File: src/rrts_pkg.sv
`timescale 1ns / 1ps
// Round-robin task scheduler: shared types and constants.
// No dependencies; used by every module of the scheduler.
package rrts_pkg;

	localparam int NUM_TASKS  = 5;
	localparam int TICK_WIDTH = 32;
	localparam int TASK_W     = (NUM_TASKS > 1) ? $clog2(NUM_TASKS) : 1;
	localparam int QDEPTH     = 2;
	localparam int QPTR_W     = $clog2(QDEPTH);
	localparam int QCNT_W     = $clog2(QDEPTH + 1);

	localparam logic FUNC_TICK = 1'b0;

	typedef struct packed {
		logic        func;
		logic [31:0] delay_ticks;
	} in_item_t;

	typedef struct packed {
		logic [2:0]  running_task;
		logic [4:0]  ready_mask;
		logic [31:0] tick_now;
	} out_item_t;

	// classified event as held in the queue
	typedef struct packed {
		logic                  is_tick;
		logic [TICK_WIDTH-1:0] delay;
	} cmd_t;

endpackage

File: src/rrts_front.sv
`timescale 1ns / 1ps
// Front end: accepts event transactions, classifies them, queues them.
// Depends on rrts_pkg.
module rrts_front (
	input  logic              clk,
	input  logic              arst_n,
	input  logic              req_valid,
	output logic              req_stall,
	input  rrts_pkg::in_item_t req,
	output logic              cmd_valid,
	output rrts_pkg::cmd_t    cmd,
	input  logic              cmd_pop
);
	import rrts_pkg::*;

	cmd_t              mem_q [QDEPTH];
	logic [QPTR_W-1:0] wr_ptr_q;
	logic [QPTR_W-1:0] rd_ptr_q;
	logic [QCNT_W-1:0] count_q;
	logic              push;
	logic              pop;
	cmd_t              cls;

	assign req_stall = (count_q == QCNT_W'(QDEPTH));
	assign push      = req_valid && !req_stall;
	assign cmd_valid = (count_q != '0);
	assign pop       = cmd_pop && cmd_valid;
	assign cmd       = mem_q[rd_ptr_q];

	always_comb begin
		cls.is_tick = (req.func == FUNC_TICK);
		cls.delay   = TICK_WIDTH'(req.delay_ticks);
	end

	always_ff @(posedge clk) begin
		if (push) begin
			mem_q[wr_ptr_q] <= cls;
		end
	end

	always_ff @(posedge clk or negedge arst_n) begin
		if (!arst_n) begin
			wr_ptr_q <= '0;
			rd_ptr_q <= '0;
			count_q  <= '0;
		end else begin
			if (push) begin
				wr_ptr_q <= (wr_ptr_q == QPTR_W'(QDEPTH - 1)) ? '0 : wr_ptr_q + 1'b1;
			end
			if (pop) begin
				rd_ptr_q <= (rd_ptr_q == QPTR_W'(QDEPTH - 1)) ? '0 : rd_ptr_q + 1'b1;
			end
			if (push && !pop) begin
				count_q <= count_q + 1'b1;
			end else if (pop && !push) begin
				count_q <= count_q - 1'b1;
			end
		end
	end

endmodule

File: src/rrts_back.sv
`timescale 1ns / 1ps
// Back end: applies tick/delay events to the task state, picks the next
// task round robin and holds the result transaction. Depends on rrts_pkg.
module rrts_back (
	input  logic               clk,
	input  logic               arst_n,
	input  logic               cmd_valid,
	input  rrts_pkg::cmd_t     cmd,
	output logic               cmd_pop,
	output logic               rsp_valid,
	input  logic               rsp_stall,
	output rrts_pkg::out_item_t rsp
);
	import rrts_pkg::*;

	localparam logic ST_UPD = 1'b0;
	localparam logic ST_SEL = 1'b1;

	logic                  state_q;
	logic [TICK_WIDTH-1:0] tick_q;
	logic [TASK_W-1:0]     running_q;
	logic [NUM_TASKS-1:0]  ready_q;
	logic [TICK_WIDTH-1:0] wake_q [NUM_TASKS];
	logic                  sel_pend_q;
	logic                  out_valid_q;
	out_item_t             out_q;

	logic [TICK_WIDTH-1:0] tick_inc;
	logic [NUM_TASKS-1:0]  wake_hit;
	logic                  do_upd;
	logic                  do_sel;
	logic [TASK_W-1:0]     chosen;
	logic [TASK_W-1:0]     next_run;
	logic [TASK_W:0]       sum;

	assign tick_inc  = tick_q + 1'b1;
	assign do_upd    = (state_q == ST_UPD) && cmd_valid;
	assign cmd_pop   = do_upd;
	assign do_sel    = (state_q == ST_SEL) && (!out_valid_q || !rsp_stall);
	assign rsp_valid = out_valid_q;
	assign rsp       = out_q;

	always_comb begin
		wake_hit = '0;
		for (int i = 1; i < NUM_TASKS; i++) begin
			wake_hit[i] = !ready_q[i] && (wake_q[i] == tick_inc);
		end
	end

	// lowest rotation offset wins, so scan from the far end
	always_comb begin
		chosen = '0;
		sum    = '0;
		for (int n = NUM_TASKS; n >= 1; n--) begin
			sum = {1'b0, running_q} + (TASK_W + 1)'(n);
			if (sum >= (TASK_W + 1)'(NUM_TASKS)) begin
				sum = sum - (TASK_W + 1)'(NUM_TASKS);
			end
			if (sum[TASK_W-1:0] != '0 && ready_q[sum[TASK_W-1:0]]) begin
				chosen = sum[TASK_W-1:0];
			end
		end
		next_run = sel_pend_q ? chosen : running_q;
	end

	always_ff @(posedge clk) begin
		if (do_upd && !cmd.is_tick && running_q != '0) begin
			wake_q[running_q] <= tick_q + cmd.delay;
		end
		if (do_sel) begin
			out_q.running_task <= 3'(next_run);
			out_q.ready_mask   <= 5'(ready_q);
			out_q.tick_now     <= 32'(tick_q);
		end
	end

	always_ff @(posedge clk or negedge arst_n) begin
		if (!arst_n) begin
			state_q     <= ST_UPD;
			tick_q      <= '0;
			running_q   <= TASK_W'(1);
			ready_q     <= '1;
			sel_pend_q  <= 1'b0;
			out_valid_q <= 1'b0;
		end else begin
			unique case (state_q)
				ST_UPD: begin
					if (do_upd) begin
						state_q <= ST_SEL;
						if (cmd.is_tick) begin
							tick_q     <= tick_inc;
							ready_q    <= ready_q | wake_hit;
							sel_pend_q <= 1'b1;
						end else if (running_q != '0) begin
							ready_q[running_q] <= 1'b0;
							sel_pend_q         <= 1'b1;
						end else begin
							sel_pend_q <= 1'b0;
						end
					end
				end
				ST_SEL: begin
					if (do_sel) begin
						running_q <= next_run;
						state_q   <= ST_UPD;
					end
				end
				default: state_q <= ST_UPD;
			endcase

			if (do_sel) begin
				out_valid_q <= 1'b1;
			end else if (out_valid_q && !rsp_stall) begin
				out_valid_q <= 1'b0;
			end
		end
	end

endmodule

File: src/round_robin_task_scheduler_unit.sv
`timescale 1ns / 1ps
// Round-robin task scheduler, top level.
// Depends on rrts_pkg, rrts_front and rrts_back.
//
// Usage: each req transaction is one event: a timer tick (func 0) or a delay
// request from the running task (func 1, delay_ticks). Every event gives
// exactly one rsp transaction with the task chosen to run, the ready mask and
// the tick counter after the event. Task 0 is the idle task.
// Both channels: a transaction moves at a clock edge with valid high and
// stall low.
// A request seen by an idle block is registered in the queue, applied in the
// back end's state update step, then selected into the output register on rsp.
// The back end handles one event at a time in two steps (state update, then
// round-robin selection) and pops the next event only after its selection.
// A two-entry queue sits between front and back; req_stall rises when it is
// full. While rsp_stall is high the held result stays put, the back end waits
// in its selection step, and the queue keeps taking events until full.
// Reset (arst_n low) clears the queue and output, sets the tick counter to 0,
// marks every task ready and makes task 1 the running task.
module round_robin_task_scheduler_unit (
	input  logic                clk,
	input  logic                arst_n,
	input  logic                req_valid,
	output logic                req_stall,
	input  rrts_pkg::in_item_t  req,
	output logic                rsp_valid,
	input  logic                rsp_stall,
	output rrts_pkg::out_item_t rsp
);
	import rrts_pkg::*;

	logic cmd_valid;
	logic cmd_pop;
	cmd_t cmd;

	rrts_front u_front (
		.clk       (clk),
		.arst_n    (arst_n),
		.req_valid (req_valid),
		.req_stall (req_stall),
		.req       (req),
		.cmd_valid (cmd_valid),
		.cmd       (cmd),
		.cmd_pop   (cmd_pop)
	);

	rrts_back u_back (
		.clk       (clk),
		.arst_n    (arst_n),
		.cmd_valid (cmd_valid),
		.cmd       (cmd),
		.cmd_pop   (cmd_pop),
		.rsp_valid (rsp_valid),
		.rsp_stall (rsp_stall),
		.rsp       (rsp)
	);

endmodule

File: config.mk
export PLATFORM = sky130hd
export DESIGN_NAME = round_robin_task_scheduler_unit
export DESIGN_NICKNAME = d
export VERILOG_FILES = /design/src/rrts_pkg.sv /design/src/rrts_front.sv /design/src/rrts_back.sv /design/src/round_robin_task_scheduler_unit.sv
export SDC_FILE = /design/constraint.sdc
export NUM_CORES = 1
export LEC_CHECK = 0
export ABC_AREA = 1
export BUFFER_PORTS_ARGS = -buffer_cell sky130_fd_sc_hd__buf_2
export CAP_MARGIN = 20
export CORE_MARGIN = 2
export CORE_UTILIZATION = 54
export DETAILED_ROUTE_END_ITERATION = 7
export PLACE_DENSITY = 0.77
export SYNTH_ARGS = -nofsm -noshare
export SYNTH_HDL_FRONTEND = slang
export SYNTH_SLANG_ARGS = --single-unit
File: constraint.sdc
create_clock -name clk -period 4.6 [get_ports clk]
set_input_delay 0.46 -clock clk [delete_from_list [all_inputs] [get_ports clk]]
set_output_delay 0.46 -clock clk [all_outputs]
set_load 0.02 [all_outputs]
== Word level (Yosys, flattened, before mapping) ==
Memories as Yosys holds them, arrays and structs flattened.
Index checks and enable logic that the tools add are counted.

* Bits in writable memories: 226
* Word-level logic and storage cells: 136
* Memories: 2
* Bits in registers: 87
* Output and inout bits: 42

{| class="wikitable"
|+ Memories
! memory !! depth !! bits a word !! rd ports !! clocked after Yosys merged registers in !! write ports !! RTL line !! text
|-
| u_back.wake_q || 5 || 32 || 4 || 0 || 1 || rrts_back.sv:23 || <nowiki>logic [TICK_WIDTH-1:0] wake_q [NUM_TASKS];</nowiki>
|-
| u_front.mem_q || 2 || 33 || 1 || 0 || 1 || rrts_front.sv:16 || <nowiki>cmd_t mem_q [QDEPTH];</nowiki>
|}

* Muxes and demuxes: 40
* Add/sub/neg operators: 16
* Reduce and logical (&&, ||, !) cells: 44
* Bitwise gates (word level): 5
* Magnitude comparators: 12
* Equality and inequality tests: 5

{| class="wikitable"
|+ Operators by type and width
! kind !! number
|-
| $eq A32 B32 Y1 || 4
|-
| $mux W3 || 11
|-
| $add A32 B1 Y32 const B || 1
|-
| $add A32 B32 Y32 || 1
|-
| $lt A3 B4 Y1 const B || 6
|-
| $ge A4 B3 Y1 const B || 5
|-
| $logic_and A1 B1 Y1 || 19
|-
| $mux W1 || 18
|-
| $reduce_bool A3 Y1 || 6
|-
| $bmux W1 S3 || 5
|-
| $sub A3 B3 Y3 const B || 5
|-
| $logic_not A1 Y1 || 10
|-
| $mux W5 || 2
|-
| $add A3 B2 Y4 const B || 2
|-
| $add A3 B3 Y4 const B || 2
|-
| $reduce_bool A2 Y1 || 4
|-
| $reduce_and A3 Y1 || 2
|-
| $and A5 B5 Y5 || 1
|-
| $not A5 Y5 || 1
|-
| $or A5 B5 Y5 || 1
|-
| $add A3 B1 Y4 const B || 1
|-
| $mux W2 || 2
|-
| $reduce_and A2 Y1 || 2
|-
| $demux W1 S3 || 1
|-
| other kinds (8) || 10
|}

== Longest topological paths before layout ==
Gate-level depths: netlist of run 1.

* Depth after elaboration: 12
* Gate-level depth with buffers: 20
* Depth with buffers taken out: 20

== Cells and area by module ==
Synthesis of run 1 repeated with hierarchy kept, for this count alone.

* Cells, all modules: 1554
* Area, all modules: 14878.0 µm²

{| class="wikitable"
|+ By module, submodules not included
! module !! area an instance (µm²) !! instances !! sequential area each (µm²) !! cells each
|-
| rrts_back || 12208.0 || 1 || 6128.4 || 1349
|-
| rrts_front || 2670.1 || 1 || 2082.0 || 205
|}

== Least setup slack after synthesis of run 1 ==
OpenSTA, ideal clock, no wires.

* Kind: register to register
* Start point: reg u_back.running_q[0]
* End point: mem u_back.wake_q[1][0], enable pin
* Library setup time: 0.421 ns
* Arrival: 2.806 ns
* Clock period less this slack: 3.227 ns
* Path buffers: 1
* Data required time: 4.179 ns
* Stages on the path, launching flop included: 9
* Slack: 1.373 ns
* Cells stage by stage: dfstp_2 -> inv_2 -> ha_1 -> nand2_1 -> inv_1 -> nor3_1 -> inv_1 -> buf_2 -> nor2_1

* Cells in the longest elaborated chain, start to end: 4

{| class="wikitable"
|+ RTL lines
! item !! RTL line !! text
|-
| start: declaration || rrts_back.sv:21 || <nowiki>logic [TASK_W-1:0] running_q;</nowiki>
|-
| start signal: assignment || rrts_back.sv:104 || <nowiki>running_q <= next_run;</nowiki>
|-
| $reduce_bool A3 Y1 || rrts_back.sv:67 || <nowiki>if (do_upd && !cmd.is_tick && running_q != '0) begin</nowiki>
|-
| $logic_and A1 B1 Y1 || rrts_back.sv:67 ||
|-
| $mux W1 || rrts_back.sv:67 ||
|-
| $mux W1 (not written as such) || rrts_back.sv:68 || <nowiki>wake_q[running_q] <= tick_q + cmd.delay;</nowiki>
|-
| end: declaration || rrts_back.sv:23 ||
|}

Parallel ways exist; a longest one is shown, timed or not.

== Worst setup path after layout of run 1 ==
* Start point: reg u_front.rd_ptr_q
* End point: mem u_back.wake_q[4][24] (data pin)

* Cells in the longest elaborated chain, start to end: 2

{| class="wikitable"
|+ RTL lines
! item !! RTL line !! text
|-
| start: declaration || rrts_front.sv:18 || <nowiki>logic [QPTR_W-1:0] rd_ptr_q;</nowiki>
|-
| start signal: assignment || rrts_front.sv:51 || <nowiki>rd_ptr_q <= (rd_ptr_q == QPTR_W'(QDEPTH - 1)) ? '0 : rd_ptr_q + 1'b1;</nowiki>
|-
| $mem_v2 Z2 W33 || n/a ||
|-
| $add A32 B32 Y32 || rrts_back.sv:68 ||
|}

No other way between the ends.

==> flow_metrics.tcl, run 1 <==
set metrics [dict create \
    setup.worst_path.class "flop to flop" \
    wire_per_inst_um 18.2 \
    antenna_found_initial 0 \
    fmax_ghz 0.287 \
    hold_path.class "input port to asynchronous set/reset pin" \
    rows 60 \
    power-per-cell-area_mw_per_mm2 548 \
    r2r_setup_slack_ps 1110 \
    syn_inst 1585 \
    reg2reg_from "u_front.rd_ptr_q$_DFFE_PN0P_" \
    cts_resized 0 \
    ys_seq_elements 281 \
    port-buffer-count 78 \
    skew_ps 10.7 \
    grt_max_degree 48 \
    path_clk_slew_ps 70 \
    drive_gt1_share_pct 11.1 \
    path_common_cell "nand2_1" \
    root_buffer "clkbuf_16" \
    synth_area_leaders "edfxtp_1, nand2_1, dfrtp_1" \
    synth_common_cells "nand2_1, edfxtp_1, inv_1" \
    critPathMaxFanout 33 \
    status "completed" \
    die_x_um 169 \
    critical_path_required_ps 4940 \
    tns_ps 0 \
    syn_avg_cell_area_um2 9.29 \
    reg2reg_to "u_back.wake_q[4][24]$_DFFE_PP_" \
    drc 0 \
    worstSetupEndpointType "flop" \
    cts_made_buffers 28 \
    nNetsFinal 1772 \
    cp.arrival_ps 3830 \
    seq_area_frac_synth_pct 55.8 \
    clock-sinks 281 \
    routed-via-count 11400 \
    cpPeakStageDelay_ps 440 \
    p_total_w 0.00904 \
    grt.overflow.total 0 \
    clk_latency_ps 550 \
    synth.top_cell.area_share_pct 47.7 \
    cts.path.max_buffers 3 \
    synth-edff-count 234 \
    routabilityCongestion 1.00 \
    post-cts-setup-buffers 0 \
    synth_nets 1669 \
    syn_to_final_growth_pct 11.9 \
    hold_viol 0 \
    path_cells "buf_4 -> nand2_1 -> nand2_1 -> ha_1 -> inv_1 -> fa_1 -> inv_1 -> a21oi_1 -> o21ai_1 -> a21oi_1 -> o21ai_1 -> nand3_1 -> nand2_1 -> nor2_1 -> nor2_1" \
    syn-cell-area_mm2 0.0147 \
    r2r_cells 15 \
    vias_per_cell 5.56 \
    fin_crit_sh_pct 75.8 \
    drv_cap 0 \
    grt_pass1_vias 10700 \
    finalWirelength_um 37300 \
    synth_flop_cell "edfxtp_1" \
    ys_types 41 \
    cts_tree "yes" \
    initial_core_util_pct 54.8 \
    power.leakage_nw 6.93 \
    grt_first_pass_wirelength_um 57800 \
    die_h_um 169 \
    first_iter_violations 1051 \
    slew_viol_final 0 \
    antenna_left 0 \
    max_slew_margin_pct 27.5 \
    drtPass1Iterations 5 \
    cp_slowest_cell "fa_1" \
    async_flop_share_pct 16.7 \
    synth.most_common_cell "nand2_1" \
    grt_usage_pct 26.3 \
    setup_viol 0 \
    dieArea_mm2 0.0286 \
    diodes 0 \
    cts_htree_levels 1 \
    rsz0062_at_grt "no" \
    yosysTopAreaCell "edfxtp_1" \
    ios 79 \
    post-route-util_pct 61.3 \
    period_minus_slack_ps 3490 \
    ir_worst_vdd_mv 0.351 \
    place_hpwl_um 28200 \
    cp-start-kind "flop" \
    yosys_warnings 0 \
    ctsHoldBuffers 0 \
    tightest_slew_ps 1080 \
    core_area_mm2 0.0269 \
]
## cell type report
type / instances / area, um2
clock buffers: 41 / 790
clock inverters: 11 / 124
fillers: 2242 / 10400
inverters: 152 / 571
multi-input cells: 1135 / 5880
flip-flops and latches: 281 / 8210
well taps: 341 / 427
repair buffers: 90 / 480
## registers in the layout, summed over array words and instances (netlist names)
name / cells
u_back.sel_pend_q: 1
u_front.count_q: 2
u_back.ready_q: 5
u_back.rsp: 40
u_back.running_q: 3
u_front.wr_ptr_q: 1
u_back.state_q: 1
u_back.tick_q: 32
u_back.wake_q: 128
u_back.rsp_valid: 1
u_front.rd_ptr_q: 1
u_front.mem_q: 66
## power breakdown
group          switching, W  internal [W]
Clock              0.000944       0.00131
Combinational       0.00221      0.000892
Sequential         0.000206       0.00348
## routing by layer
metal	up-vias	global-route usage, %	share of wire, %	routed length [um]
met4	0	10.5	4.2	1570
met3	85	3.22	7.8	2910
met2	481	42.0	45	16700
met1	5312	37.1	43	16000
met5	-	0	0	0
li1	5523	-	-	-
## kinds of logic (layout without fill, tap and decap cells)
family / count (synthesis) / in the layout / synth area share [%]
xor+xnor: 90 / 90 / 5.45
flops: 281 / 281 / 55.8
compound gates: 164 / 164 / 6.07
simple gates: 834 / 834 / 24.2
fa+ha+maj: 47 / 47 / 4.10
buf+inv: 169 / 294 / 4.40
## stage by stage
step                instance area, um2  worst slack [ps]  instances  hold slack (ps)
finish                           16500              1110       2051             48.4
global route                     16500               799       2051             72.9
CTS                              16500              1230       2051             46.4
detailed placement               15600              1260       1999              466
global placement                 15600              1370       1999              453
floorplan                        14700              1370       1585              164
## how the worst max path moves through the flow
stage,slack (ps),end,from,cells after the start
3_3_place_gp,1370,u_back.wake_q[1][31]$_DFFE_PP_,u_front.rd_ptr_q$_DFFE_PN0P_,16
2_1_floorplan,1370,u_back.wake_q[1][0]$_DFFE_PP_,u_back.running_q[0]$_DFFE_PN1P_,8
3_5_place_dp,1260,u_back.wake_q[1][24]$_DFFE_PP_,u_front.rd_ptr_q$_DFFE_PN0P_,15
6_report,1110,u_back.wake_q[4][24]$_DFFE_PP_,u_front.rd_ptr_q$_DFFE_PN0P_,15
5_1_grt,800,u_back.wake_q[2][24]$_DFFE_PP_,u_front.rd_ptr_q$_DFFE_PN0P_,16
4_1_cts,1230,u_back.wake_q[4][24]$_DFFE_PP_,u_front.rd_ptr_q$_DFFE_PN0P_,15
## placed cells by master, fill, tap and decap left out, drive strengths merged, types with 2 or more instances in the layout
master,Yosys,routed
bufinv,0,2
xor2,49,49
xnor2,40,40
edfxtp,234,234
nand4,22,22
nor4,2,2
dfrtp,41,41
o21ai,85,85
a31oi,6,6
a21oi,48,48
clkinv,1,8
o22ai,5,5
a221oi,3,3
nor2,152,152
inv,151,153
buf,5,90
fa,2,2
nand3b,26,26
ha,45,45
nand2,504,504
nor3,10,10
o211ai,4,4
nand3,109,109
clkbuf,12,41
a21o,4,4
dfstp,6,6
o21bai,5,5
or2,8,8
## worst max-delay path, delay by kind of cell, from the launching register on
| family | cells | cell delay, ps |
|---|---|---|
| adders and majority gates | 2 | 720 |
| DFF | 1 | 350 |
| and+or+nand+nor | 6 | 790 |
| buffers and inverters | 3 | 500 |
| AOI/OAI and AO/OA | 4 | 910 |
Power figures use the tool's default switching activity.
==> run 2, diff against run 1 <==
Clock period 4.6 ns to 3.3 ns, I/O delays scaled along.
==> flow_metrics.tcl, run 2 (synthesis gave the netlist of run 1 again) <==
set metrics [dict create \
    fin_crit_sh_pct 91.1 \
    core_area_mm2 0.0269 \
    grt.overflow.total 0 \
    die_x_um 169 \
    syn_to_final_growth_pct 15.5 \
    critPathMaxFanout 15 \
    p_sw_w 0.00479 \
    path_common_cell "nand2_1" \
    cts_htree_levels 1 \
    tightest_slew_ps 1050 \
    worstSetupEndpointType "flop" \
    status "completed" \
    whs_ps 28.9 \
    grt_pass1_vias 11100 \
    mostFrequentLayoutCells "nand2_1, edfxtp_1, inv_1" \
    nNetsFinal 1819 \
    power_frac_comb_pct 34.8 \
    grt_busiest_layer "met2" \
    p_total_w 0.0129 \
    grtUsageMet1_pct 38.6 \
    tns_ps 0 \
    place_hpwl_um 29000 \
    port-buffer-count 78 \
    cts_made_buffers 28 \
    clk_latency_ps 560 \
    ir_worst_vdd_mv 0.446 \
    antenna_left 0 \
    clock-sinks 281 \
    cp.arrival_ps 3310 \
    ios 79 \
    power-per-cell-area_mw_per_mm2 759 \
    period_minus_slack_ps 3000 \
    seqPwrFrac_pct 39.5 \
    root_buffer "clkbuf_16" \
    swShare_pct 37.1 \
    cpPeakStageDelay_ps 400 \
    placed_cells 2013 \
    hold_viol 0 \
    drtPass1Iterations 5 \
    largest_reg_flops 128 \
    cp_slowest_cell "dfrtp_1" \
    max_slew_margin_pct 29.8 \
    rsz0062_at_grt "no" \
    critical_path_required_ps 3610 \
    cp-start-kind "flop" \
    grtUsageMet3_pct 3.96 \
    power.leakage_nw 7.17 \
    first_iter_violations 1490 \
    routabilityCongestion 1.08 \
    fillers 2191 \
    initial_core_util_pct 54.8 \
    path_cells "buf_4 -> o21ai_0 -> inv_1 -> ha_1 -> a21oi_1 -> o21ai_0 -> a21oi_1 -> o21bai_1 -> nand2_1 -> nand2_1 -> nand3_1 -> nand2_1 -> nand3_1 -> nand2_1 -> xnor2_1" \
    skew_ps 18.8 \
    antenna_found_initial 0 \
    drv_cap 0 \
    rows 60 \
    clkPwrFrac_pct 25.6 \
    slew_viol_final 0 \
    wire_per_inst_um 18.5 \
    drc 0 \
    post-cts-setup-buffers 0 \
    cts_tree "yes" \
    path_clk_slew_ps 60 \
    routed-via-count 11600 \
    setup.worst_path.class "flop to flop" \
    grt_first_pass_wirelength_um 60000 \
    instances_no_fill 2097 \
    drive_gt1_share_pct 11.7 \
    setup_viol 0 \
    p_int_w 0.00813 \
    fmax_ghz 0.333 \
    hold_path.class "input port to flop" \
    final_common_cell "nand2_1" \
    grt_usage_pct 27.4 \
    finalWirelength_um 38700 \
    regMostFlops "u_back.wake_q" \
    grt_max_degree 45 \
    diodes 0 \
    dieArea_mm2 0.0286 \
    cts.path.max_buffers 3 \
    r2r_setup_slack_ps 300 \
    post-route-util_pct 63.3 \
    vias_per_cell 5.53 \
    die_h_um 169 \
    gr-usage-met2_pct 43.9 \
]
==> run 2: area by class of cell <==
cell class | count | area, um2 | area share [%]
sequential | 281 | 8210 | 48.3
clock buffer | 36 | 752 | 4.42
tap | 341 | 427 | 2.51
inverter | 152 | 571 | 3.35
clock inverter | 15 | 203 | 1.19
multi-input combinational | 1135 | 5890 | 34.6
timing repair buffer | 137 | 966 | 5.68
==> run 2: worst max-delay path, delay by kind of cell, from the launching register on <==
| kind | cells | cell delay (ps) |
|---|---|---|
| flops | 1 | 400 |
| compound gates | 5 | 960 |
| simple gates | 6 | 550 |
| xor+xnor | 1 | 380 |
| fa+ha+maj | 1 | 190 |
| buf+inv | 2 | 270 |
==> run 2: power groups by stage <==
| stage | sequential (W) | combinational [W] | clock, W |
|---|---|---|---|
| after CTS | 0.00510 | 0.00449 | 0.00333 |
| after global placement | 0.00515 | 0.00432 | 0 |
| after global routing | 0.00516 | 0.00503 | 0.00349 |
| final | 0.00511 | 0.00450 | 0.00331 |
| after detailed placement | 0.00517 | 0.00444 | 0 |
| after floorplan | 0.00532 | 0.00288 | 0 |
==> run 2: repair_timing <==
item / in CTS / in global routing
hold buffers: 33 / 0
hold endpoints to repair: 83 / 0
gates resized for setup: 0 / 2
endpoints found under the setup margin: 0 / 10
==> run 2: worst paths after layout <==
check,from,endpoint,cells past startpoint
max,u_front.rd_ptr_q$_DFFE_PN0P_,u_back.wake_q[4][31]$_DFFE_PP_,15
min,rsp_stall,u_back.rsp_valid$_DFFE_PN0P_,3
max reg2reg,u_front.rd_ptr_q$_DFFE_PN0P_,u_back.wake_q[4][31]$_DFFE_PP_,15
min reg2reg,u_back.ready_q[0]$_DFFE_PN1P_,u_back.ready_q[0]$_DFFE_PN1P_,2
max in group asynchronous,arst_n,u_back.running_q[0]$_DFFE_PN1P_,3
min in group asynchronous,arst_n,u_back.tick_q[9]$_DFFE_PN0P_,2
==> run 2: routing by layer <==
layer  vias up  share of wire [%]
met5         -                  0
met4         0                3.3
met3        68                9.0
met2       523                 45
met1      5371                 43
li1       5626                  -
==> run 2: metrics by stage <==
| step | setup WS (ps) | area, um2 |
|---|---|---|
| 4_1_cts | 237 | 17000 |
| 5_1_grt | 6.53 | 17000 |
| 6_report | 295 | 17000 |
| 3_5_place_dp | 278 | 15700 |
| 3_3_place_gp | 376 | 15700 |
| 2_1_floorplan | 73.2 | 14700 |
==> run 3, diff against run 2 <==
Settings changed: ABC_AREA 1 to not set.
==> flow_metrics.tcl, run 3 <==
set metrics [dict create \
    status "finished with violations" \
    violations "negative setup slack" \
    yosys_warnings 0 \
    ys_types 82 \
    cts_made_buffers 29 \
    cp.arrival_ps 3920 \
    hold_viol 0 \
    vias_per_cell 6.05 \
    synth_common_cells "edfxtp_1, xnor2_1, xor2_1" \
    synth_area_leaders "edfxtp_1, xnor2_1, dfrtp_1" \
    drv_cap 0 \
    mostFrequentLayoutCells "edfxtp_1, xnor2_1, buf_4" \
    drive_gt1_share_pct 28.3 \
    cts.path.max_buffers 3 \
    worst_slack_ps -328 \
    ys_seq_elements 281 \
    reg2reg_to "u_back.wake_q[1][29]$_DFFE_PP_" \
    min_to "u_back.rsp_valid$_DFFE_PN0P_" \
    clk_latency_ps 560 \
    port-buffer-count 78 \
    grt_pass1_vias 10600 \
    grt_max_degree 34 \
    routabilityCongestion 0.958 \
    instances_no_fill 1754 \
    antenna_found_initial 0 \
    cts_htree_levels 1 \
    holdCritStartpoint "rsp_stall" \
    slew_viol_final 0 \
    die_x_um 168 \
    diodes 0 \
    r2r_cells 14 \
    worstSetupEndpointType "flop" \
    grt_usage_pct 26.5 \
    dieArea_mm2 0.0283 \
    die_h_um 168 \
    syn_to_final_growth_pct 24.5 \
    post-route-util_pct 67.8 \
    clock-sinks 281 \
    pre_cts_slack_ps -446 \
    largest_reg_flops 128 \
    yosysTopAreaCell "edfxtp_1" \
    synthAdderAreaFrac_pct 4.14 \
    grt_first_pass_wirelength_um 58300 \
    seq_area_frac_synth_pct 56.4 \
    synth-edff-count 234 \
    critical_path_required_ps 3600 \
    rows 60 \
    regMostFlops "u_back.wake_q" \
    finalWirelength_um 38700 \
    final_common_cell "edfxtp_1" \
    fillers 1850 \
    multi_input_area_mm2 0.00658 \
    ir_worst_vdd_mv 0.560 \
    fmax_ghz 0.276 \
    async_flop_share_pct 16.7 \
    whs_ps 29.5 \
    fin_crit_sh_pct 110 \
    setup.worst_path.class "flop to flop" \
    synth_nets 1239 \
    synth_compound_area_share_pct 9.28 \
    synth.top_cell.area_share_pct 48.3 \
    syn-cell-area_mm2 0.0146 \
    power.leakage_nw 6.79 \
    antenna_left 0 \
    core_area_mm2 0.0267 \
    synthSimpleGateAreaFrac_pct 11.3 \
    syn_inst 1155 \
    rsz0062_at_grt "yes" \
    wire_per_inst_um 22.0 \
    nNetsFinal 1474 \
    grt.overflow.total 0 \
    cts_tree "yes" \
    drtPass1Iterations 6 \
    synth_top_family_by_area "XOR/XNOR gates" \
    tightest_slew_ps 1010 \
    cp-start-kind "flop" \
    ios 79 \
    reg2reg_from "u_front.rd_ptr_q$_DFFE_PN0P_" \
    setup_viol 36 \
    period_minus_slack_ps 3630 \
    seq_area_mm2 0.00821 \
    power-per-cell-area_mw_per_mm2 660 \
    synthMuxAreaShare_pct 3.12 \
    hold_depth 2 \
    synth_flop_cell "edfxtp_1" \
    drc 0 \
    place_hpwl_um 26100 \
    path_clk_slew_ps 60 \
    synth.most_common_cell "edfxtp_1" \
    critPathMaxFanout 5 \
    initial_core_util_pct 54.5 \
    skew_ps 21.4 \
    r2r_setup_slack_ps -330 \
    first_iter_violations 1048 \
    routed-via-count 10600 \
    syn_avg_cell_area_um2 12.6 \
    synth_xor_area_share_pct 13.6 \
    hold_path.class "input port to flop" \
    root_buffer "clkbuf_16" \
    max_slew_margin_pct 33.0 \
    placed_cells 1654 \
]
[run 3: cell types whose count changed after synthesis, moves of 20 or more]
| cell | delta |
|---|---|
| xor2_1 | +32 |
| nor2_1 | -96 |
| mux2_2 | +35 |
| nand3_1 | -71 |
| nand2_1 | -422 |
| xnor2_1 | +100 |
| inv_1 | -126 |
| nor3_1 | +20 |
| nand3b_1 | -23 |
| o21ai_0 | -47 |
[run 3: logic make-up (layout without fill, tap and decap cells)]
family | Yosys count | count (layout)
mux | 41 | 41
compound gates | 202 | 202
buf+inv | 68 | 326
fa+ha+maj | 47 | 47
xor+xnor | 224 | 224
flops | 281 | 281
simple gates | 292 | 292
[run 3: repair_timing]
item                                   4_1_cts  5_1_grt
hold buffers                                32        0
pin swaps                                   12       17
setup endpoints to repair                   48       50
endpoints found under the hold margin       87        0
buffers inserted                             7        6
gates resized for setup                     26       66
gates cloned                                 1        1
[run 3: how the worst max path moves through the flow]
| stage | slack, ps | end | start | cells past startpoint |
|---|---|---|---|---|
| 6_report | -330 | u_back.wake_q[1][29]$_DFFE_PP_ | u_front.rd_ptr_q$_DFFE_PN0P_ | 14 |
| 3_5_place_dp | -450 | u_back.wake_q[1][31]$_DFFE_PP_ | u_front.rd_ptr_q$_DFFE_PN0P_ | 13 |
| 4_1_cts | -240 | u_back.wake_q[2][31]$_DFFE_PP_ | u_front.rd_ptr_q$_DFFE_PN0P_ | 14 |
| 5_1_grt | -410 | u_back.wake_q[1][29]$_DFFE_PP_ | u_front.rd_ptr_q$_DFFE_PN0P_ | 14 |
| 2_1_floorplan | -20 | u_back.running_q[0]$_DFFE_PN1P_ | u_back.rsp_valid$_DFFE_PN0P_ | 4 |
| 3_3_place_gp | -320 | u_back.wake_q[1][31]$_DFFE_PP_ | u_front.rd_ptr_q$_DFFE_PN0P_ | 13 |
[run 3: worst max-delay path: stages (launching register included)]
cell,delay [ps]
dfrtp_2,460
clkbuf_16,200
mux2_2,330
ha_1,300
o21a_1,110
o21ai_1,170
buf_4,160
nor4b_2,50
nor3_2,110
buf_4,170
a21oi_4,60
a221o_1,380
a221o_1,410
a21oi_1,320
xnor2_2,140
[run 3: final cells by class]
cell class	count	share of cell area (%)
Sequential cell	281	45.3
Multi-Input combinational cell	806	36.3
Timing Repair Buffer	249	10.2
Clock buffer	36	4.20
Tap cell	341	2.35
Clock inverter	18	1.16
Inverter	23	0.476
[run 3: layer usage]
layer | up-vias | track usage [%] | routed length [um]
met5 | - | 0 | 0
met2 | 518 | 45.6 | 19000
met1 | 5218 | 34.9 | 15300
met3 | 112 | 3.36 | 2880
li1 | 4770 | - | -
met4 | 0 | 9.48 | 1470
[run 3: stage by stage]
stage | TNS (ps) | power [W] | cell area, um2
after global routing | -8390 | 0.0124 | 18100
final | -4740 | 0.0120 | 18100
after floorplan | -16.4 | 0.00690 | 14600
after global placement | -6290 | 0.00798 | 16200
after detailed placement | -10430 | 0.00810 | 16200
after CTS | -2530 | 0.0117 | 17700
[run 3: power breakdown]
group | switching, W | total (W) | internal (W)
logic | 0.00214 | 0.00374 | 0.00159
clock network | 0.00134 | 0.00336 | 0.00202
registers | 0.000190 | 0.00486 | 0.00467
total | 0.00368 | 0.0120 | 0.00828
